<file path="src/hw/rtl/tedet_pkg.sv">
// ----------------------------------------------------------------------------
// tedet_pkg
// Shared types and constants for the text encoding detector.
// ----------------------------------------------------------------------------
`default_nettype none

package tedet_pkg;

    localparam int unsigned DATA_W = 8;
    localparam int unsigned APB_AW = 3;
    localparam int unsigned APB_DW = 32;

    localparam logic [2:0] REQ_AUTO   = 3'd0;
    localparam logic [2:0] REQ_UTF8   = 3'd1;
    localparam logic [2:0] REQ_ASCII  = 3'd2;
    localparam logic [2:0] REQ_LATIN1 = 3'd3;
    localparam logic [2:0] REQ_CP437  = 3'd4;

    localparam logic [1:0] ENC_UTF8   = 2'd0;
    localparam logic [1:0] ENC_ASCII  = 2'd1;
    localparam logic [1:0] ENC_LATIN1 = 2'd2;
    localparam logic [1:0] ENC_CP437  = 2'd3;

    localparam logic REG_REQ_ENC = 1'b0;
    localparam logic REG_ART     = 1'b1;

    typedef enum logic [2:0] {
        RULE_NONE  = 3'd0,
        RULE_A0_BF = 3'd1,
        RULE_80_9F = 3'd2,
        RULE_90_BF = 3'd3,
        RULE_80_8F = 3'd4
    } rule_t;

    typedef struct packed {
        logic [1:0] prefix_count;
        logic       bom_matching;
        logic       still_valid;
        logic [1:0] cont_left;
        rule_t      rule;
    } scan_state_t;

    typedef struct packed {
        logic [1:0] resolved_encoding;
        logic       had_bom;
        logic       utf8_valid;
    } result_t;

    localparam scan_state_t SCAN_CLEAR = '{
        prefix_count: 2'd0,
        bom_matching: 1'b1,
        still_valid:  1'b1,
        cont_left:    2'd0,
        rule:         RULE_NONE
    };

    function automatic logic [7:0] bom_byte(input logic [1:0] idx);
        logic [7:0] val;
        unique case (idx)
            2'd0: val = 8'hEF;
            2'd1: val = 8'hBB;
            2'd2: val = 8'hBF;
            default: val = 8'h00;
        endcase
        return val;
    endfunction

endpackage

`default_nettype wire

</file>
<file path="src/hw/rtl/tedet_step.sv">
// ----------------------------------------------------------------------------
// tedet_step
// Per-byte scan update (BOM prefix and strict UTF-8) and end-of-buffer
// encoding resolution.
// ----------------------------------------------------------------------------
`default_nettype none

module tedet_step (
    input  wire tedet_pkg::scan_state_t cur,
    input  wire logic [7:0]             byte_value,
    input  wire logic                   take,
    input  wire logic [2:0]             requested_encoding,
    input  wire logic                   art_file_type,
    output tedet_pkg::scan_state_t      nxt,
    output tedet_pkg::result_t          res
);
    import tedet_pkg::*;

    scan_state_t st;
    logic        allows;
    logic        bom;
    logic        valid;

    always_comb
    begin
        unique case (cur.rule)
            RULE_A0_BF: allows = byte_value >= 8'hA0;
            RULE_80_9F: allows = byte_value <= 8'h9F;
            RULE_90_BF: allows = byte_value >= 8'h90;
            RULE_80_8F: allows = byte_value <= 8'h8F;
            default:    allows = 1'b1;
        endcase
    end

    always_comb
    begin
        st = cur;
        if (take)
        begin
            if (cur.prefix_count != 2'd3)
            begin
                if (byte_value != bom_byte(cur.prefix_count))
                    st.bom_matching = 1'b0;
                st.prefix_count = cur.prefix_count + 2'd1;
            end
            if (cur.still_valid)
            begin
                if (cur.cont_left != 2'd0)
                begin
                    if (byte_value[7:6] != 2'b10 || !allows)
                    begin
                        st.still_valid = 1'b0;
                        st.cont_left   = 2'd0;
                    end
                    else
                        st.cont_left = cur.cont_left - 2'd1;
                    st.rule = RULE_NONE;
                end
                else if (byte_value < 8'h80)
                begin
                end
                else if (byte_value >= 8'hC2 && byte_value <= 8'hDF)
                    st.cont_left = 2'd1;
                else if (byte_value[7:4] == 4'hE)
                begin
                    st.cont_left = 2'd2;
                    st.rule = (byte_value == 8'hE0) ? RULE_A0_BF :
                              (byte_value == 8'hED) ? RULE_80_9F : RULE_NONE;
                end
                else if (byte_value >= 8'hF0 && byte_value <= 8'hF4)
                begin
                    st.cont_left = 2'd3;
                    st.rule = (byte_value == 8'hF0) ? RULE_90_BF :
                              (byte_value == 8'hF4) ? RULE_80_8F : RULE_NONE;
                end
                else
                    st.still_valid = 1'b0;
            end
        end
    end

    assign nxt   = st;
    assign bom   = (st.prefix_count == 2'd3) && st.bom_matching;
    assign valid = st.still_valid && (st.cont_left == 2'd0);

    always_comb
    begin
        res.utf8_valid = valid;
        res.had_bom    = 1'b0;
        unique case (requested_encoding)
            REQ_UTF8:
            begin
                res.resolved_encoding = ENC_UTF8;
                res.had_bom           = bom;
            end
            REQ_ASCII:  res.resolved_encoding = ENC_ASCII;
            REQ_LATIN1: res.resolved_encoding = ENC_LATIN1;
            REQ_CP437:  res.resolved_encoding = ENC_CP437;
            default:
            begin
                res.had_bom = bom;
                if (bom || valid)
                    res.resolved_encoding = ENC_UTF8;
                else
                    res.resolved_encoding = art_file_type ? ENC_CP437 : ENC_ASCII;
            end
        endcase
    end

endmodule

`default_nettype wire

</file>
<file path="src/hw/rtl/text_encoding_detector_core.sv">
// ----------------------------------------------------------------------------
// text_encoding_detector_core
// Streams a buffer's bytes, checks for the UTF-8 BOM and strict UTF-8, and
// reports the resolved encoding when the buffer ends.
//
// Input channel s_axis: one byte per item, tlast on the final byte, tuser
// set for a no-data item (empty buffer; it also ends the buffer).
// Output channel m_axis: one item per buffer, issued for the ending item.
// Configuration over APB: 0x0 requested encoding, 0x4 art file type; write
// only while the block is idle.
// Throughput is one byte per cycle, set by the combinational scan update
// between the input register and the state/result registers. The result is
// registered: an ending item passes the input register, then the result register.
// When m_axis stalls, non-ending bytes keep flowing; an ending item waits in
// the input register until the result register frees up.
// Reset clears the configuration registers, the scan state and both valid flags.
// ----------------------------------------------------------------------------
`default_nettype none

module text_encoding_detector_core (
    input  wire logic                         clk,
    input  wire logic                         rst_n,
    input  wire logic                         s_axis_tvalid,
    output logic                              s_axis_tready,
    input  wire logic [tedet_pkg::DATA_W-1:0] s_axis_tdata,  // [7:0] byte_value
    input  wire logic                         s_axis_tlast,
    input  wire logic                         s_axis_tuser,  // [0] no_data
    output logic                              m_axis_tvalid,
    input  wire logic                         m_axis_tready,
    // [1:0] resolved_encoding, [2] had_bom, [3] utf8_valid, [7:4] zero
    output logic [tedet_pkg::DATA_W-1:0]      m_axis_tdata,
    input  wire logic                         psel,
    input  wire logic                         penable,
    input  wire logic                         pwrite,
    input  wire logic [tedet_pkg::APB_AW-1:0] paddr,
    input  wire logic [tedet_pkg::APB_DW-1:0] pwdata,
    output logic [tedet_pkg::APB_DW-1:0]      prdata,
    output logic                              pready
);
    import tedet_pkg::*;

    logic [2:0]  req_enc_reg;
    logic        art_reg;
    logic        cfg_wr;

    logic        in_valid_reg;
    logic [7:0]  in_byte_reg;
    logic        in_last_reg;
    logic        in_none_reg;
    logic        in_end;
    logic        in_adv;

    scan_state_t state_reg;
    scan_state_t state_next;
    result_t     res;

    logic        out_valid_reg;
    result_t     out_data_reg;

    assign pready = 1'b1;
    assign cfg_wr = psel && penable && pwrite && pready;

    always_ff @(posedge clk or negedge rst_n)
    begin
        if (!rst_n)
        begin
            req_enc_reg <= REQ_AUTO;
            art_reg     <= 1'b0;
        end
        else if (cfg_wr)
        begin
            unique case (paddr[2])
                REG_REQ_ENC: req_enc_reg <= pwdata[2:0];
                REG_ART:     art_reg     <= pwdata[0];
                default:     ;
            endcase
        end
    end

    always_comb
    begin
        prdata = '0;
        unique case (paddr[2])
            REG_REQ_ENC: prdata[2:0] = req_enc_reg;
            REG_ART:     prdata[0]   = art_reg;
            default:     ;
        endcase
    end

    assign in_end        = in_last_reg || in_none_reg;
    assign in_adv        = in_valid_reg && (!in_end || !out_valid_reg || m_axis_tready);
    assign s_axis_tready = !in_valid_reg || in_adv;

    always_ff @(posedge clk or negedge rst_n)
    begin
        if (!rst_n)
            in_valid_reg <= 1'b0;
        else if (s_axis_tready)
            in_valid_reg <= s_axis_tvalid;
    end

    always_ff @(posedge clk)
    begin
        if (s_axis_tready && s_axis_tvalid)
        begin
            in_byte_reg <= s_axis_tdata;
            in_last_reg <= s_axis_tlast;
            in_none_reg <= s_axis_tuser;
        end
    end

    tedet_step u_step (
        .cur                (state_reg),
        .byte_value         (in_byte_reg),
        .take               (!in_none_reg),
        .requested_encoding (req_enc_reg),
        .art_file_type      (art_reg),
        .nxt                (state_next),
        .res                (res)
    );

    always_ff @(posedge clk or negedge rst_n)
    begin
        if (!rst_n)
            state_reg <= SCAN_CLEAR;
        else if (in_adv)
            state_reg <= in_end ? SCAN_CLEAR : state_next;
    end

    always_ff @(posedge clk or negedge rst_n)
    begin
        if (!rst_n)
            out_valid_reg <= 1'b0;
        else if (in_adv && in_end)
            out_valid_reg <= 1'b1;
        else if (m_axis_tready)
            out_valid_reg <= 1'b0;
    end

    always_ff @(posedge clk)
    begin
        if (in_adv && in_end)
            out_data_reg <= res;
    end

    assign m_axis_tvalid = out_valid_reg;
    assign m_axis_tdata  = {4'b0000, out_data_reg.utf8_valid, out_data_reg.had_bom,
                            out_data_reg.resolved_encoding};

    a_end_gives_result: assert property (@(posedge clk) disable iff (!rst_n)
        in_adv && in_end |=> m_axis_tvalid)
        else $error("ending item did not load the result register");

    a_bom_means_utf8: assert property (@(posedge clk) disable iff (!rst_n)
        m_axis_tvalid && m_axis_tdata[2] |-> m_axis_tdata[1:0] == ENC_UTF8)
        else $error("BOM reported with a non-UTF-8 encoding");

    a_owed_only_if_valid: assert property (@(posedge clk) disable iff (!rst_n)
        state_reg.cont_left != 2'd0 |-> state_reg.still_valid)
        else $error("continuation bytes owed after an error");

    a_rule_needs_owed: assert property (@(posedge clk) disable iff (!rst_n)
        state_reg.rule != RULE_NONE |-> state_reg.cont_left != 2'd0)
        else $error("second-byte rule pending with no continuation owed");

endmodule

`default_nettype wire
</file>
<file path="config.mk">
export PLATFORM = sky130hd
export DESIGN_NAME = text_encoding_detector_core
export DESIGN_NICKNAME = d
export VERILOG_FILES = /design/src/hw/rtl/tedet_pkg.sv /design/src/hw/rtl/tedet_step.sv /design/src/hw/rtl/text_encoding_detector_core.sv
export SDC_FILE = /design/constraint.sdc
export NUM_CORES = 1
export LEC_CHECK = 0
export BUFFER_PORTS_ARGS = -buffer_cell sky130_fd_sc_hd__clkbuf_2
export CORE_UTILIZATION = 46
export DETAILED_ROUTE_END_ITERATION = 8
export GPL_TIMING_DRIVEN = 0
export PLACE_DENSITY = 0.81
export SYNTH_ARGS = -nofsm -noshare
export SYNTH_HDL_FRONTEND = slang
export SYNTH_SLANG_ARGS = --single-unit
</file>
<file path="constraint.sdc">
create_clock -name clk -period 2.8 [get_ports clk]
set_clock_uncertainty 0.2 [all_clocks]
set_input_delay 0.56 -clock clk [delete_from_list [all_inputs] [get_ports clk]]
set_output_delay 0.56 -clock clk [all_outputs]
set_load 0.05 [all_outputs]
</file>
==> tab_implementation.tex <==
\begin{tabular}{lr}
\hline
Metric & Value \\
\hline
\multicolumn{2}{l}{\textbf{Drt}} \\
Mean routed wirelength per cell & 11.1 microns \\
Routed metal-1 wire length & 1350 microns \\
Detailed-routed wire length on met3 & 281 microns \\
Via count & 1,527 \\
DRC Markers & 0 \\
Number of nets with antenna violations after routing & 0 \\
Number of vias per cell & 4.96 \\
Detailed-routed wire length on met2 & 1640 microns \\
Violation count after the first detailed-route iteration & 40 \\
Length of the first detailed-routing pass in iterations & 4 \\
Top layer in use & met4 \\
Final routed wirelength across all metal layers & 3410 microns \\
\multicolumn{2}{l}{\textbf{CTS}} \\
Largest buffer count on any clock path & 2 \\
Count of buffers added by post-CTS timing repair for setup & 0 \\
Clk Tree Root Cell & clkbuf\_8 \\
CTS clock-pin slew for the worst setup and hold paths & 0.06 ns \\
Clock tree from TritonCTS & yes \\
Number of buffers created by CTS & 5 \\
Total clock sinks & 29 \\
CTS H-Tree Depth & 2 \\
Clock insertion delay at the later pin of the skew report & 0.29 ns \\
Number of buffers added to fix hold violations after cts & 1 \\
CTS-repair resized insts & 0 \\
\multicolumn{2}{l}{\textbf{Synth}} \\
Share of the synthesized area in compound gates (AO/OA/AOI/OAI) & 14.8\% \\
Syn Inst Count & 190 \\
Number of library cell types mapped by synthesis & 48 \\
Most used flip-flop cell after synthesis & edfxtp\_1 \\
Fraction of the mapped netlist area in simple logic gates & 17.7\% \\
Average cell area after synthesis & 9.83 sq um \\
Register area share after synthesis & 42.7\% \\
Synth warnings & 0 \\
Combinational family with the most area after synthesis & simple AND/OR/NAND/NOR gates \\
Post-synthesis instance area & 0.00187 sq mm \\
Count of state elements after synthesis & 29 \\
Share of the synthesized netlist area taken by xor and xnor gates & 1.41\% \\
Multiplexer area fraction after synthesis & 3.01\% \\
Asr flop ratio synth & 51.7\% \\
Post-synthesis adder-cell area fraction & 3.35\% \\
Number of enable flip-flop cells after synthesis & 14 \\
\multicolumn{2}{l}{\textbf{Finish}} \\
Antenna cell count & 0 \\
Final nets & 316 \\
Final Instance Count excl. Fillers & 308 \\
Synthesis-to-layout area growth & 22.2\% \\
Final Core Density & 60.6\% \\
Most frequent cells in the layout & buf\_4 (34), conb\_1 (34), clkbuf\_2 (29) \\
Layout cells sized above 1 & 33.1\% \\
Max FFs per register & 9 \\
Total area of multi-input combinational cells & 880 sq um \\
Sequential Area & 798 sq um \\
Number of filler cells placed in the layout & 321 \\
Fin area & 0.00228 sq mm \\
\multicolumn{2}{l}{\textbf{Timing}} \\
Worst Tran Pin Value & 0.629 ns \\
Max Freq & 0.386 GHz \\
Post-route clock period utilization & 92.5\% \\
Worst hold slack across all endpoints & 0.248 ns \\
Max\_slew headroom & 57.7\% \\
Final TNS setup & 0 ns \\
Final Setup Violations & 0 \\
Total count of hold-check failures in the final report & 0 \\
RSZ-0062 raised after global routing & no \\
Total count of max-transition violations in the final report & 0 \\
Minimum clock period after layout & 2.59 ns \\
Minimum setup slack in the final design & 0.211 ns \\
\multicolumn{2}{l}{\textbf{Die}} \\
Chip width & 65.7 microns \\
Die Outline Area & 0.00432 sq mm \\
Initial core utilization & 49.5\% \\
Top Ports & 95 \\
Die Span Y & 65.7 microns \\
Floorplan Core Area & 0.00377 sq mm \\
Placement row count & 22 \\
\multicolumn{2}{l}{\textbf{GRT}} \\
Congestion Overflow GR & 0 \\
Global-route wire length before repair & 5620 microns \\
Number of global-route vias before repair & 1,329 \\
Largest net degree at the start of global routing & 16 \\
Combined global-route utilization of all metal layers & 17.6\% \\
Antenna violations before repair & 0 \\
\multicolumn{2}{l}{\textbf{Placed design}} \\
Placer Congestion & 0.923 \\
HPWL after detailed placement & 2700 microns \\
Placed Instances & 299 \\
Port Buffer Count & 29 \\
Pre-CTS setup slack & 0.268 ns \\
Cell area after placement & 0.00219 sq mm \\
\multicolumn{2}{l}{\textbf{Pwr}} \\
Internal power & 822 uW \\
Clk network pwr share & 24.6\% \\
Worst-case vdd ir drop & 0.438 mV \\
Design Power & 1.31 mW \\
Sw power & 484 uW \\
Part of the total power dissipated in combinational logic & 33.1\% \\
Switching Share & 37.1\% \\
Part of the power in registers & 42.3\% \\
Power density over the cells & 572 mW/mm\^{}2 \\
Leakage power & 1.09 nW \\
\multicolumn{2}{l}{\textbf{Worst setup path}} \\
Critical path data required time & 2.72 ns \\
Worst EP arrival & 2.51 ns \\
Number of cells on the worst reg-to-reg path & 8 \\
Setup crit start kind & flop \\
Destination of the worst register-to-register timing path & m\_axis\_tdata[0] \\
Nature of the critical path endpoint & flop \\
R2R Path Start & state\_reg[3] \\
Biggest fanout along the worst timing path & 5 \\
Worst reg2reg setup slack & 0.21 ns \\
Worst setup path category & flop to flop \\
\multicolumn{2}{l}{\textbf{Hold path}} \\
Count of cells along the worst hold path & 1 \\
Hold/Removal Path Class & primary input to flop \\
Startpoint of the lowest-slack hold path & s\_axis\_tdata[0] \\
Destination of the worst hold path & in\_byte\_reg[0] \\
\multicolumn{2}{l}{\textbf{Job}} \\
Max Cap Viol & 0 \\
\multicolumn{2}{l}{\textbf{Run status}} \\
Status & complete, no violations \\
\hline
\end{tabular}
layout make-up:
type / count / share of cell area, %
Buffer: 38 / 12.3
Sequential cell: 29 / 35.0
Clock buffer: 8 / 3.51
Timing Repair Buffer: 30 / 6.79
Tap cell: 48 / 2.63
Inverter: 8 / 1.32
Multi-Input combinational cell: 147 / 38.5
cells by family after synthesis:
family                     after synthesis
AOI/OAI and AO/OA                       39
other                                    2
adders and majority gates                5
xor gates and xnor gates                 3
DFF                                     29
buffers and inverters                   46
and+or+nand+nor                         61
muxes                                    5
per-layer routing:
| layer | global-route usage [%] | vias up |
|---|---|---|
| met1 | 18.6 | 680 |
| li1 | - | 753 |
| met2 | 29.3 | 78 |
| met5 | 0 | - |
| met3 | 5.56 | 16 |
| met4 | 12.8 | 0 |
power by group through the flow:
stage / sequential, mW / combinational [mW] / clock (mW)
detailed placement: 0.559 / 0.429 / 0
floorplan: 0.590 / 0.319 / 0
CTS: 0.551 / 0.431 / 0.331
global route: 0.559 / 0.463 / 0.350
global placement: 0.557 / 0.420 / 0
finish: 0.552 / 0.432 / 0.321
synth_stat cells (all sizes together) (5+ instances only):
master,count,area (sq um)
o21ai,7,35.0
nand4,5,37.5
nor2,7,26.3
o31ai,5,37.5
ha,5,62.6
mux2,5,56.3
a21oi,5,28.8
edfxtp,14,420
nand3,6,30.0
dfrtp,13,325
nand2b,5,31.3
buf,37,277
nand2,18,67.6
inv,8,30.0
worst max-delay path, cell delays in order (launching register included):
cell and delay [ns]:
dfrtp_1 0.41, inv_1 0.10, ha_1 0.27, or3b_1 0.39, a31o_1 0.22, or4_4 0.43
nand4_2 0.13, o31ai_1 0.09, a22oi_1 0.19
worst max path at each step:
stage	from	end	cells after the start
after global routing	state_reg[3]	m_axis_tdata[0]	8
after CTS	state_reg[3]	m_axis_tdata[0]	8
final	state_reg[3]	m_axis_tdata[0]	8
after global placement	state_reg[3]	m_axis_tdata[0]	8
after detailed placement	state_reg[3]	m_axis_tdata[0]	8
after floorplan	state_reg[3]	m_axis_tdata[0]	8
Note: power is estimated with default switching activity, not from simulation.
